--- src/rtl/spi_baud_divider_search_macros.svh ---
// Assertion helpers used by sbds_ctrl.
`ifndef SPI_BAUD_DIVIDER_SEARCH_MACROS_SVH
`define SPI_BAUD_DIVIDER_SEARCH_MACROS_SVH

// Same-cycle implication, cleared during reset.
`define SBDS_ASSERT_NOW(label, ante, cons, msg) \
  label: assert property (@(posedge clk) disable iff (rst) (ante) |-> (cons)) \
    else $error(msg);

// Next-cycle implication, cleared during reset.
`define SBDS_ASSERT_NEXT(label, ante, cons, msg) \
  label: assert property (@(posedge clk) disable iff (rst) (ante) |=> (cons)) \
    else $error(msg);

`endif

--- src/rtl/sbds_pkg.sv ---
package sbds_pkg;

  localparam int unsigned DIV_BITS  = 18;   // largest divisor 7 * 32768
  localparam int unsigned PAIR_BITS = 6;    // 4 prescalers x 16 scalers

  localparam logic [31:0] CORE_CLOCK_RESET = 32'd120000000;
  localparam logic [31:0] ERR_INIT         = 32'hFFFF_FFFF;
  localparam logic [PAIR_BITS-1:0] LAST_PAIR = '1;

  localparam logic [2:0] PRESCALER [4] = '{3'd2, 3'd3, 3'd5, 3'd7};
  localparam logic [15:0] SCALER [16] = '{
    16'd2, 16'd4, 16'd6, 16'd8, 16'd16, 16'd32, 16'd64, 16'd128,
    16'd256, 16'd512, 16'd1024, 16'd2048, 16'd4096, 16'd8192, 16'd16384, 16'd32768
  };

  // Commands from controller to datapath
  typedef struct packed {
    logic load;      // capture target, pick effective clock, clear best
    logic div_init;  // load dividend and divisor for current pair
    logic div_step;  // one restoring division step
    logic calc_err;  // absolute error of the quotient
    logic update;    // keep pair if better, advance to next pair
  } cmd_t;

  // Status from datapath to controller
  typedef struct packed {
    logic div_last;   // current step is the final quotient bit
    logic exact;      // error register holds zero
    logic last_pair;  // current pair is the final one
  } sts_t;

endpackage

--- src/rtl/sbds_datapath.sv ---
module sbds_datapath
  import sbds_pkg::*;
(
  input  logic        clk,
  input  logic        rst,
  input  logic        cfg_we,
  input  logic [31:0] cfg_wdata,
  input  logic [31:0] target_baud,
  input  cmd_t        cmd,
  output sts_t        sts,
  output logic [3:0]  scaler_index,
  output logic [1:0]  prescaler_index,
  output logic        double_rate
);

  logic [31:0]          core_clock_hz;
  logic [31:0]          target;
  logic [31:0]          clk_eff;
  logic                 dbl;
  logic [31:0]          quo;
  logic [DIV_BITS-1:0]  rem;
  logic [DIV_BITS-1:0]  divisor;
  logic [4:0]           cnt;
  logic [31:0]          err;
  logic [31:0]          best_err;
  logic [PAIR_BITS-1:0] pair;
  logic [PAIR_BITS-1:0] best_pair;

  logic [DIV_BITS:0]    trial;
  logic                 ge;
  logic [DIV_BITS:0]    diff;
  logic [18:0]          product;

  assign trial   = {rem, quo[31]};
  assign ge      = trial >= {1'b0, divisor};
  assign diff    = trial - {1'b0, divisor};
  assign product = 19'(PRESCALER[pair[5:4]]) * 19'(SCALER[pair[3:0]]);

  always_ff @(posedge clk) begin
    if (rst) begin
      core_clock_hz <= CORE_CLOCK_RESET;
    end else if (cfg_we) begin
      core_clock_hz <= cfg_wdata;
    end
  end

  always_ff @(posedge clk) begin
    if (cmd.load) begin
      target    <= target_baud;
      dbl       <= target_baud > {3'b000, core_clock_hz[31:3]};
      clk_eff   <= (target_baud > {3'b000, core_clock_hz[31:3]}) ?
                   core_clock_hz : {1'b0, core_clock_hz[31:1]};
      best_err  <= ERR_INIT;
      best_pair <= '0;
      pair      <= '0;
    end
    if (cmd.div_init) begin
      quo     <= clk_eff;
      rem     <= '0;
      divisor <= product[DIV_BITS-1:0];
      cnt     <= '0;
    end
    if (cmd.div_step) begin
      // shift quotient bits in where dividend bits leave
      quo <= {quo[30:0], ge};
      rem <= ge ? diff[DIV_BITS-1:0] : trial[DIV_BITS-1:0];
      cnt <= cnt + 5'd1;
    end
    if (cmd.calc_err) begin
      err <= (target > quo) ? (target - quo) : (quo - target);
    end
    if (cmd.update) begin
      // strict compare: ties keep the earlier pair
      if (err < best_err) begin
        best_err  <= err;
        best_pair <= pair;
      end
      pair <= pair + 1'b1;
    end
  end

  assign sts.div_last  = cnt == 5'd31;
  assign sts.exact     = err == '0;
  assign sts.last_pair = pair == LAST_PAIR;

  assign scaler_index    = best_pair[3:0];
  assign prescaler_index = best_pair[5:4];
  assign double_rate     = dbl;

endmodule

--- src/rtl/sbds_ctrl.sv ---
`include "spi_baud_divider_search_macros.svh"

module sbds_ctrl
  import sbds_pkg::*;
(
  input  logic clk,
  input  logic rst,
  input  logic start,
  input  sts_t sts,
  output cmd_t cmd,
  output logic busy,
  output logic done
);

  typedef enum logic [2:0] {
    S_IDLE,
    S_INIT,
    S_DIV,
    S_ERR,
    S_UPD
  } state_t;

  state_t state;

  always_ff @(posedge clk) begin
    if (rst) begin
      state <= S_IDLE;
      done  <= 1'b0;
    end else begin
      done <= 1'b0;
      case (state)
        S_IDLE: begin
          if (start) state <= S_INIT;
        end
        S_INIT: state <= S_DIV;
        S_DIV: begin
          if (sts.div_last) state <= S_ERR;
        end
        S_ERR: state <= S_UPD;
        S_UPD: begin
          // stop on an exact match or after the final pair
          if (sts.exact || sts.last_pair) begin
            state <= S_IDLE;
            done  <= 1'b1;
          end else begin
            state <= S_INIT;
          end
        end
        default: state <= S_IDLE;
      endcase
    end
  end

  always_comb begin
    // capture the target on the accepting edge, while it is still on the port
    cmd          = '0;
    cmd.load     = (state == S_IDLE) && start;
    cmd.div_init = state == S_INIT;
    cmd.div_step = state == S_DIV;
    cmd.calc_err = state == S_ERR;
    cmd.update   = state == S_UPD;
  end

  assign busy = state != S_IDLE;

  `SBDS_ASSERT_NEXT(a_done_single, done, !done, "result strobe held for more than one cycle")
  `SBDS_ASSERT_NEXT(a_start_loads, start && !busy, state == S_INIT, "accepted transfer did not load")
  `SBDS_ASSERT_NEXT(a_div_ends, state == S_DIV && sts.div_last, state == S_ERR, "division overran")
  `SBDS_ASSERT_NOW(a_done_idle, done, state == S_IDLE, "result strobe outside idle")

endmodule

--- src/rtl/spi_baud_divider_search.sv ---
// Tries prescaler/scaler pairs in turn, up to 64 pairs, fewer when an exact match ends
// the search early; each pair is loaded, divided, its error taken, then kept if better.
// One transfer at a time; the next is taken in the strobe cycle.
// A 32-step restoring divider is shared by all pairs.
// The result strobe lasts one cycle and the receiver cannot stall it.
// Synchronous active-high reset returns to idle and sets core_clock_hz to 120000000.
module spi_baud_divider_search
  import sbds_pkg::*;
(
  input  logic        clk,
  input  logic        rst,
  input  logic        cfg_we,
  input  logic [31:0] cfg_wdata,
  input  logic        start,
  output logic        busy,
  input  logic [31:0] target_baud,
  output logic        done,
  output logic [3:0]  scaler_index,
  output logic [1:0]  prescaler_index,
  output logic        double_rate
);

  cmd_t cmd;
  sts_t sts;

  sbds_ctrl u_ctrl (
    .clk   (clk),
    .rst   (rst),
    .start (start),
    .sts   (sts),
    .cmd   (cmd),
    .busy  (busy),
    .done  (done)
  );

  sbds_datapath u_datapath (
    .clk             (clk),
    .rst             (rst),
    .cfg_we          (cfg_we),
    .cfg_wdata       (cfg_wdata),
    .target_baud     (target_baud),
    .cmd             (cmd),
    .sts             (sts),
    .scaler_index    (scaler_index),
    .prescaler_index (prescaler_index),
    .double_rate     (double_rate)
  );

endmodule
--- config.mk ---
export PLATFORM = sky130hd
export DESIGN_NAME = spi_baud_divider_search
export DESIGN_NICKNAME = d
export VERILOG_FILES = /design/src/rtl/sbds_pkg.sv /design/src/rtl/sbds_datapath.sv /design/src/rtl/sbds_ctrl.sv /design/src/rtl/spi_baud_divider_search.sv
export VERILOG_INCLUDE_DIRS = /design/src /design/src/rtl
export SDC_FILE = /design/constraint.sdc
export NUM_CORES = 1
export LEC_CHECK = 0
export BUFFER_PORTS_ARGS = -buffer_cell sky130_fd_sc_hd__buf_2
export CAP_MARGIN = 20
export CORE_ASPECT_RATIO = 0.5
export CORE_MARGIN = 2
export CORE_UTILIZATION = 35
export DETAILED_ROUTE_END_ITERATION = 12
export GPL_TIMING_DRIVEN = 0
export PLACE_DENSITY = 0.63
export SLEW_MARGIN = 40
export SYNTH_ARGS = -nofsm -noshare
export SYNTH_HDL_FRONTEND = slang
export SYNTH_SLANG_ARGS = --single-unit
--- constraint.sdc ---
create_clock -name clk -period 4.19 [get_ports clk]
set_input_delay 0.419 -clock clk [delete_from_list [all_inputs] [get_ports clk]]
set_output_delay 0.419 -clock clk [all_outputs]
set_load 0.01 [all_outputs]
==> out/metrics.csv, run 1 <==
stage,metric,value,unit
finish,fin_cells,2381,
sta,holdWs,70.7,ps
synthesis,synth_nets,1897,
setup_path,r2r_setup_slack,280,ps
finish,layout.nets,2010,
synthesis,netlist_area,0.0160,mm^2
placement,place.detailed.hpwl,28400,um
routing,viasPerCell,4.91,
synthesis,synth_area_per_cell,9.73,um^2
global_route,top_usage_layer,met2,
placement,dpl_cell_area,0.0172,mm^2
global_route,use_met2,25.6,%
global_route,met1_usage,21.3,%
floorplanning,die_height,155,um
pwr,p_leak,8.37,nW
sta,grt_setup_unrepaired,no,
global_route,antenna_found_initial,1,
finish,fillers,4348,
clocking,cts-root-buf,clkbuf_16,
flow_run,cap_violations,0,
routing,drc,0,
global_route,use_met3,2.08,%
clocking,cts_sinks,249,
finish,multiInputGateArea,0.00820,mm^2
global_route,grt_max_degree,39,
setup_path,slowest_delay,450,ps
pwr,seqPwrFrac,42.2,%
routing,first_pass_iters,5,
setup_path,worstSetupPathType,reg2reg,
synthesis,synth_top_area_share,32.8,%
floorplanning,core-area,0.0452,mm^2
clocking,numCtsBuffers,27,
setup_path,critical_path.startpoint_type,register,
clocking,cts_hold_buf,0,
pwr,p_clk_share,34.6,%
pwr,comb_power_share,23.1,%
placement,port_buffers,74,
sta,slew_violations,0,
floorplanning,row_count,55,
clocking,cts_max_level,1,
routing,routedWlPerCell,15.4,um
sta,hold_viol,0,
clocking,cts.clk_slew.worst_paths,70,ps
floorplanning,die_x,307,um
sta,setup_viol,0,
setup_path,required,4490,ps
setup_path,r2r_start,u_datapath.pair[0],
floorplanning,die-area,0.0476,mm^2
setup_path,path_buf_inv,0,
placement,pre_cts_ws,-450,ps
sta,setup_tns,0,ps
outcome,status,completed,
synthesis,yosysSeqAreaShare,42.0,%
sta,worst_slew_pin_slew,829,ps
sta,fin_crit,3910,ps
synthesis,yosys_warnings,0,
sta,period_share,93.4,%
routing,vias,11687,
setup_path,path_common_cell,a21oi_2,
global_route,overflow,0,
setup_path,cp_slowest_cell,edfxtp_1,
setup_path,critPathTopFamily,compound AO/OA/AOI/OAI gates,
synthesis,ys_types,69,
pwr,p_per_area,383,mW/mm^2
setup_path,reg2reg_depth,16,
setup_path,cp-end-kind,register,
clocking,clockBufferDepth,3,
global_route,grt_pass1_wl,59400,um
sta,fmax,255,MHz
setup_path,startpoint,u_datapath.pair[0],
finish,final_util,40.4,%
finish,drive_gt1_share,11.2,%
routing,routed_wl,36600,um
sta,postLayoutSetupSlackWorst,276,ps
finish,stdcell_area,0.0182,mm^2
sta,slew_headroom,44.7,%
min_path,hold_class,in2reg,
routing,postRouteAntennaNets,0,
pwr,p_sw,2.06,mW
setup_path,r2r_end,u_datapath.divisor[17],
setup_path,path_cells,ha_2 > ha_4 > nor3b_4 > fa_1 > ha_1 > fa_2 > a21o_1 > a21oi_2 > o21bai_1 > a21o_1 > a21oi_2 > o21ai_1 > o41ai_2 > o21bai_1 > a21oi_2 > xnor2_1,
synthesis,ys_ff_latch,249,
synthesis,syn_inst,1648,
pwr,irDropWorstVdd,0.000322,V
synthesis,ys.flop_type,edfxtp_1,
synthesis,synthArstFlopShare,0,%
pwr,fin_total_pwr,6.99,mW
routing,drtIter0Drc,659,
clocking,cts_tree,done,
sta,finClkSkew,25.5,ps
synthesis,ys_top_cells_by_area,"edfxtp_1, ha_1, dfxtp_1",
global_route,grt_pass1_vias,11291,
placement,routabilityCongestion,0.842,
setup_path,worstPathMaxFanout,6,
finish,area_growth,13.8,%
global_route,grt_use_total,15.3,%
setup_path,crit_cells,16,
finish,seqCellArea,0.00674,mm^2
synthesis,synth_area_leader_cell,edfxtp_1,
pwr,sw_frac_of_total,29.5,%
synthesis,synth-edff-count,175,
pwr,internal_power,4.93,mW
placement,dp.cells,2323,
setup_path,critPathArrivalTime,4210,ps
floorplanning,initial_core_util,35.5,%
floorplanning,io_pins,77,
clocking,clk_latency,560,ps
setup_path,crit_end,u_datapath.divisor[17],
-- Yosys cell counts (all sizes together) (3+ instances only) --
cell,count
fa,16
nand2b,15
inv,226
edfxtp,175
a211o,3
nor2,132
nand3,30
o22ai,4
o21a,11
and4,6
xnor2,34
nor4,13
a21oi,92
a31oi,12
nor3,14
xor2,29
o211ai,17
and2,11
nor3b,5
nor2b,26
o21bai,9
o21ai,90
mux2i,106
ha,165
dfxtp,74
buf,38
clkbuf,32
a221oi,3
mux2,7
o31ai,5
a31o,5
nand2,118
a211oi,9
or3,4
and3,19
nand4,22
a21o,46
-- kinds of logic (layout without fill, tap and decap cells) --
group / after synthesis / after routing / synth area share, %
compound gates: 324 / 324 / 12.7
fa+ha+maj: 181 / 181 / 14.9
simple gates: 422 / 422 / 12.5
buf+inv: 296 / 430 / 7.34
flops: 249 / 249 / 42.0
mux: 113 / 113 / 7.11
other cells: 0 / 1 / 0
xor+xnor: 63 / 63 / 3.44
-- placed cells by master (no fill, tap or decap), types with 6 or more instances in the layout --
cell / Yosys / routed
mux2i_1: 106 / 106
o211ai_1: 17 / 17
nor3_1: 14 / 14
xnor2_1: 34 / 34
fa_1: 16 / 15
mux2_2: 7 / 7
o21ai_0: 77 / 75
buf_4: 4 / 15
o21ai_1: 10 / 12
ha_1: 165 / 162
inv_1: 226 / 225
nand3_1: 30 / 30
nor4_1: 13 / 13
nand4_1: 22 / 22
buf_2: 25 / 99
and2_1: 11 / 11
o21bai_1: 9 / 9
clkbuf_1: 32 / 35
dfxtp_1: 74 / 74
and3_1: 19 / 19
o21a_1: 11 / 11
nand2b_1: 14 / 14
xor2_1: 29 / 29
clkbuf_16: 0 / 27
nor2_1: 132 / 130
a211oi_1: 9 / 9
a21oi_1: 90 / 87
and4_1: 6 / 6
a31oi_1: 11 / 11
nor2b_1: 26 / 24
nand2_1: 118 / 117
edfxtp_1: 175 / 175
buf_1: 7 / 6
a21o_1: 46 / 46
-- worst reg2reg max path, delay by kind of cell (launching register included) --
family	cells	cell delay, ps
xor gates and xnor gates	1	80
and+or+nand+nor	1	150
adders and majority gates	5	1470
AOI/OAI and AO/OA	9	1520
DFF	1	450
-- state kept, by name, indices dropped and copies added (netlist names), 17 cells and up --
name and cells:
u_datapath.rem 18, u_datapath.core_clock_hz 32, u_datapath.quo 32, u_datapath.err 32, u_datapath.target 32, u_datapath.best_err 32, u_datapath.clk_eff 32, u_datapath.divisor 17
-- power groups by stage --
| stage | logic (mW) | clock network [mW] | registers [mW] |
|---|---|---|---|
| after floorplan | 1.17 | 0 | 2.99 |
| after global placement | 1.55 | 0 | 3.01 |
| after detailed placement | 1.59 | 0 | 3.00 |
| after CTS | 1.60 | 2.48 | 2.95 |
| after global routing | 1.82 | 2.57 | 2.97 |
| final | 1.62 | 2.42 | 2.95 |
-- per-layer routing --
layer,part of all wire (%),up-vias,wire (um)
met1,49,5506,17800
met5,0,-,0
li1,-,5949,-
met2,46,189,16700
met3,4.0,43,1450
met4,1.7,0,609
-- worst min path at each step --
stage | startpoint | endpoint | slack [ps] | depth (start not counted)
6_report | target_baud[1] | u_datapath.target[1] | 70 | 1
2_1_floorplan | u_datapath.core_clock_hz[0] | u_datapath.core_clock_hz[0] | 460 | 2
3_3_place_gp | u_datapath.best_pair[0] | u_datapath.best_pair[0] | 460 | 2
3_5_place_dp | u_datapath.best_pair[0] | u_datapath.best_pair[0] | 470 | 2
5_1_grt | target_baud[25] | u_datapath.target[25] | 50 | 1
4_1_cts | target_baud[1] | u_datapath.target[1] | 50 | 1
-- final cells by class --
| type | instances | share of cell area (%) |
|---|---|---|
| antenna | 1 | 0.0137 |
| buffer | 67 | 1.79 |
| clock buffer | 38 | 4.04 |
| clock inverter | 12 | 0.816 |
| inverter | 226 | 4.65 |
| multi-input combinational | 1103 | 44.9 |
| sequential | 249 | 36.9 |
| tap | 598 | 4.10 |
| timing repair buffer | 87 | 2.77 |
-- repair_timing --
action	in CTS	in global routing
endpoints found under the setup margin	2	2
pin swaps	1	1
gates resized for setup	10	12
setup buffers	4	6
(Power assumes the default switching activity.)
==> run 2, diff against run 1 <==
- PLACE_DENSITY: 0.63 -> unset
==> run 2 against run 1 <==
Worst setup slack got worse by 45 ps. Non-clock buffer count fell by 3. Maximum frequency fell by 1.1%. Via count fell by 0.46%. Design area rose by 0.16%. Clock power rose by 4%. Worst hold slack got worse by 5.2 ps. Wire length rose by 1.2%. Sequential power barely moved. Clock-buffer cell count fell by 6. Highest routed layer unchanged.
==> out/metrics.csv, run 2 (same netlist as run 1, synthesis figures left out) <==
stage,metric,value,unit,change
outcome,status,completed,,
global_route,antenna_found_initial,1,,unchanged
finish,area_growth,14.0,%,
placement,port_buffers,74,,unchanged
finish,stdcell_area,0.0183,mm^2,+0.16%
pwr,fin_total_pwr,7.08,mW,+1.3%
sta,holdWs,65.6,ps,-5.19 ps
clocking,cts_tree,done,,
floorplanning,core-area,0.0452,mm^2,unchanged
finish,layout.nets,2006,,-0.20%
routing,routed_wl,37000,um,+1.2%
placement,place.detailed.hpwl,28700,um,+1.1%
sta,setup_viol,0,,unchanged
sta,finClkSkew,22.4,ps,-3.10 ps
setup_path,worstSetupPathType,reg2reg,,
sta,slew_violations,0,,unchanged
routing,vias,11633,,-0.46%
clocking,cts.clk_slew.worst_paths,60,ps,about the same
placement,routabilityCongestion,0.851,,+0.96%
clocking,clockBufferDepth,3,,unchanged
setup_path,worstPathMaxFanout,10,,+4
global_route,grt_max_degree,40,,+2.6%
clocking,cts-root-buf,clkbuf_16,,
finish,layout_commonest_cell,inv_1,,
sta,hold_viol,0,,unchanged
setup_path,required,4470,ps,-20 ps
floorplanning,io_pins,77,,unchanged
floorplanning,die_height,155,um,unchanged
floorplanning,die_x,307,um,unchanged
setup_path,startpoint,u_datapath.pair[5],,
routing,drtIter0Drc,651,,-1.2%
placement,pre_cts_ws,-439,ps,+10.8 ps
floorplanning,initial_core_util,35.5,%,unchanged
placement,dpl_cell_area,0.0172,mm^2,about the same
min_path,hold_class,in2reg,,
min_path,min_from,target_baud[15],,
floorplanning,die-area,0.0476,mm^2,unchanged
sta,fmax,253,MHz,-1.1%
pwr,p_per_area,387,mW/mm^2,+1.2%
setup_path,r2r_start,u_datapath.pair[5],,
floorplanning,row_count,55,,unchanged
setup_path,critical_path.startpoint_type,register,,
routing,postRouteAntennaNets,0,,unchanged
sta,postLayoutSetupSlackWorst,230,ps,-45.4 ps
clocking,cts_max_level,1,,unchanged
pwr,p_leak,8.38,nW,+0.19%
finish,final_util,40.4,%,+0.064 points
global_route,grt_use_total,15.3,%,-0.026 points
global_route,grt_pass1_vias,11196,,-0.84%
finish,diodes,0,,-1
finish,drive_gt1_share,11.5,%,+0.31 points
setup_path,critPathArrivalTime,4240,ps,+30 ps
sta,fin_crit,3960,ps,+45.4 ps
clocking,clk_latency,550,ps,about the same
finish,final_cell_mix,"inv_1, edfxtp_1, ha_1",,
sta,period_share,94.5,%,+1.1 points
clocking,numCtsBuffers,26,,-3.7%
routing,first_pass_iters,6,,+1
routing,viasPerCell,4.90,,-0.21%
global_route,overflow,0,,unchanged
sta,slew_headroom,44.9,%,+0.16 points
setup_path,cp-end-kind,register,,
routing,routedWlPerCell,15.6,um,+1.5%
global_route,grt_pass1_wl,59100,um,-0.63%
sta,worst_slew_pin_slew,827,ps,-2.39 ps
pwr,irDropWorstVdd,0.000284,V,-12%
clocking,cts_hold_buf,0,,unchanged
flow_run,cap_violations,0,,unchanged
clocking,cts_sinks,249,,unchanged
routing,drc,0,,unchanged
[run 2: cell type report]
type	count	area, um^2
sequential	249	6740
fill	4359	26900
multi-input combinational	1103	8190
buffer	66	322
clock inverter	16	194
inverter	226	848
clock buffer	32	736
timing repair buffer	85	502
tap	598	748
[run 2: per-layer routing]
layer	routed length, um	track usage, %	share of wire [%]
met1	18500	21.4	50
met2	16600	25.4	45
met3	1260	2.04	3.4
met4	640	3.03	1.7
met5	0	0	0
[run 2: what timing repair did]
action                                  4_1_cts  5_1_grt
resized for setup                            10       11
buffers inserted                              3        4
hold endpoints to repair                      0        0
endpoints found under the setup margin        2        2
pin swaps                                     1        1
[run 2: stage by stage]
stage / std cells / TNS [ps]
3_3_place_gp: 2320 / -126510
4_1_cts: 2372 / 0
3_5_place_dp: 2323 / -586
2_1_floorplan: 1648 / 0
6_report: 2375 / 0
5_1_grt: 2375 / -19.5
[run 2: power by group]
group	switching [mW]	total [mW]	internal (mW)
clock network	1.01	2.51	1.50
registers	0.0781	2.95	2.87
logic	0.979	1.62	0.640
total	2.07	7.08	5.01
[run 2: worst paths after layout]
path | to | slack [ps] | depth (start not counted)
hold / removal | u_datapath.target[15] | 70 | 1
setup reg to reg | u_datapath.divisor[17] | 230 | 16
setup / recovery | u_datapath.divisor[17] | 230 | 16
hold reg to reg | u_datapath.best_pair[0] | 490 | 2
[run 2: critical path: stages (launching register included)]
cell and delay, ps:
edfxtp_1 410, clkbuf_4 210, nor2b_2 190, and3_1 200
fa_1 490, ha_1 240, fa_2 370, a21o_1 200
a21oi_2 180, o21bai_1 80, a21o_1 210, a21oi_2 170
o21ai_1 120, o41ai_2 270, o21bai_1 130, a21oi_2 160
xnor2_1 80
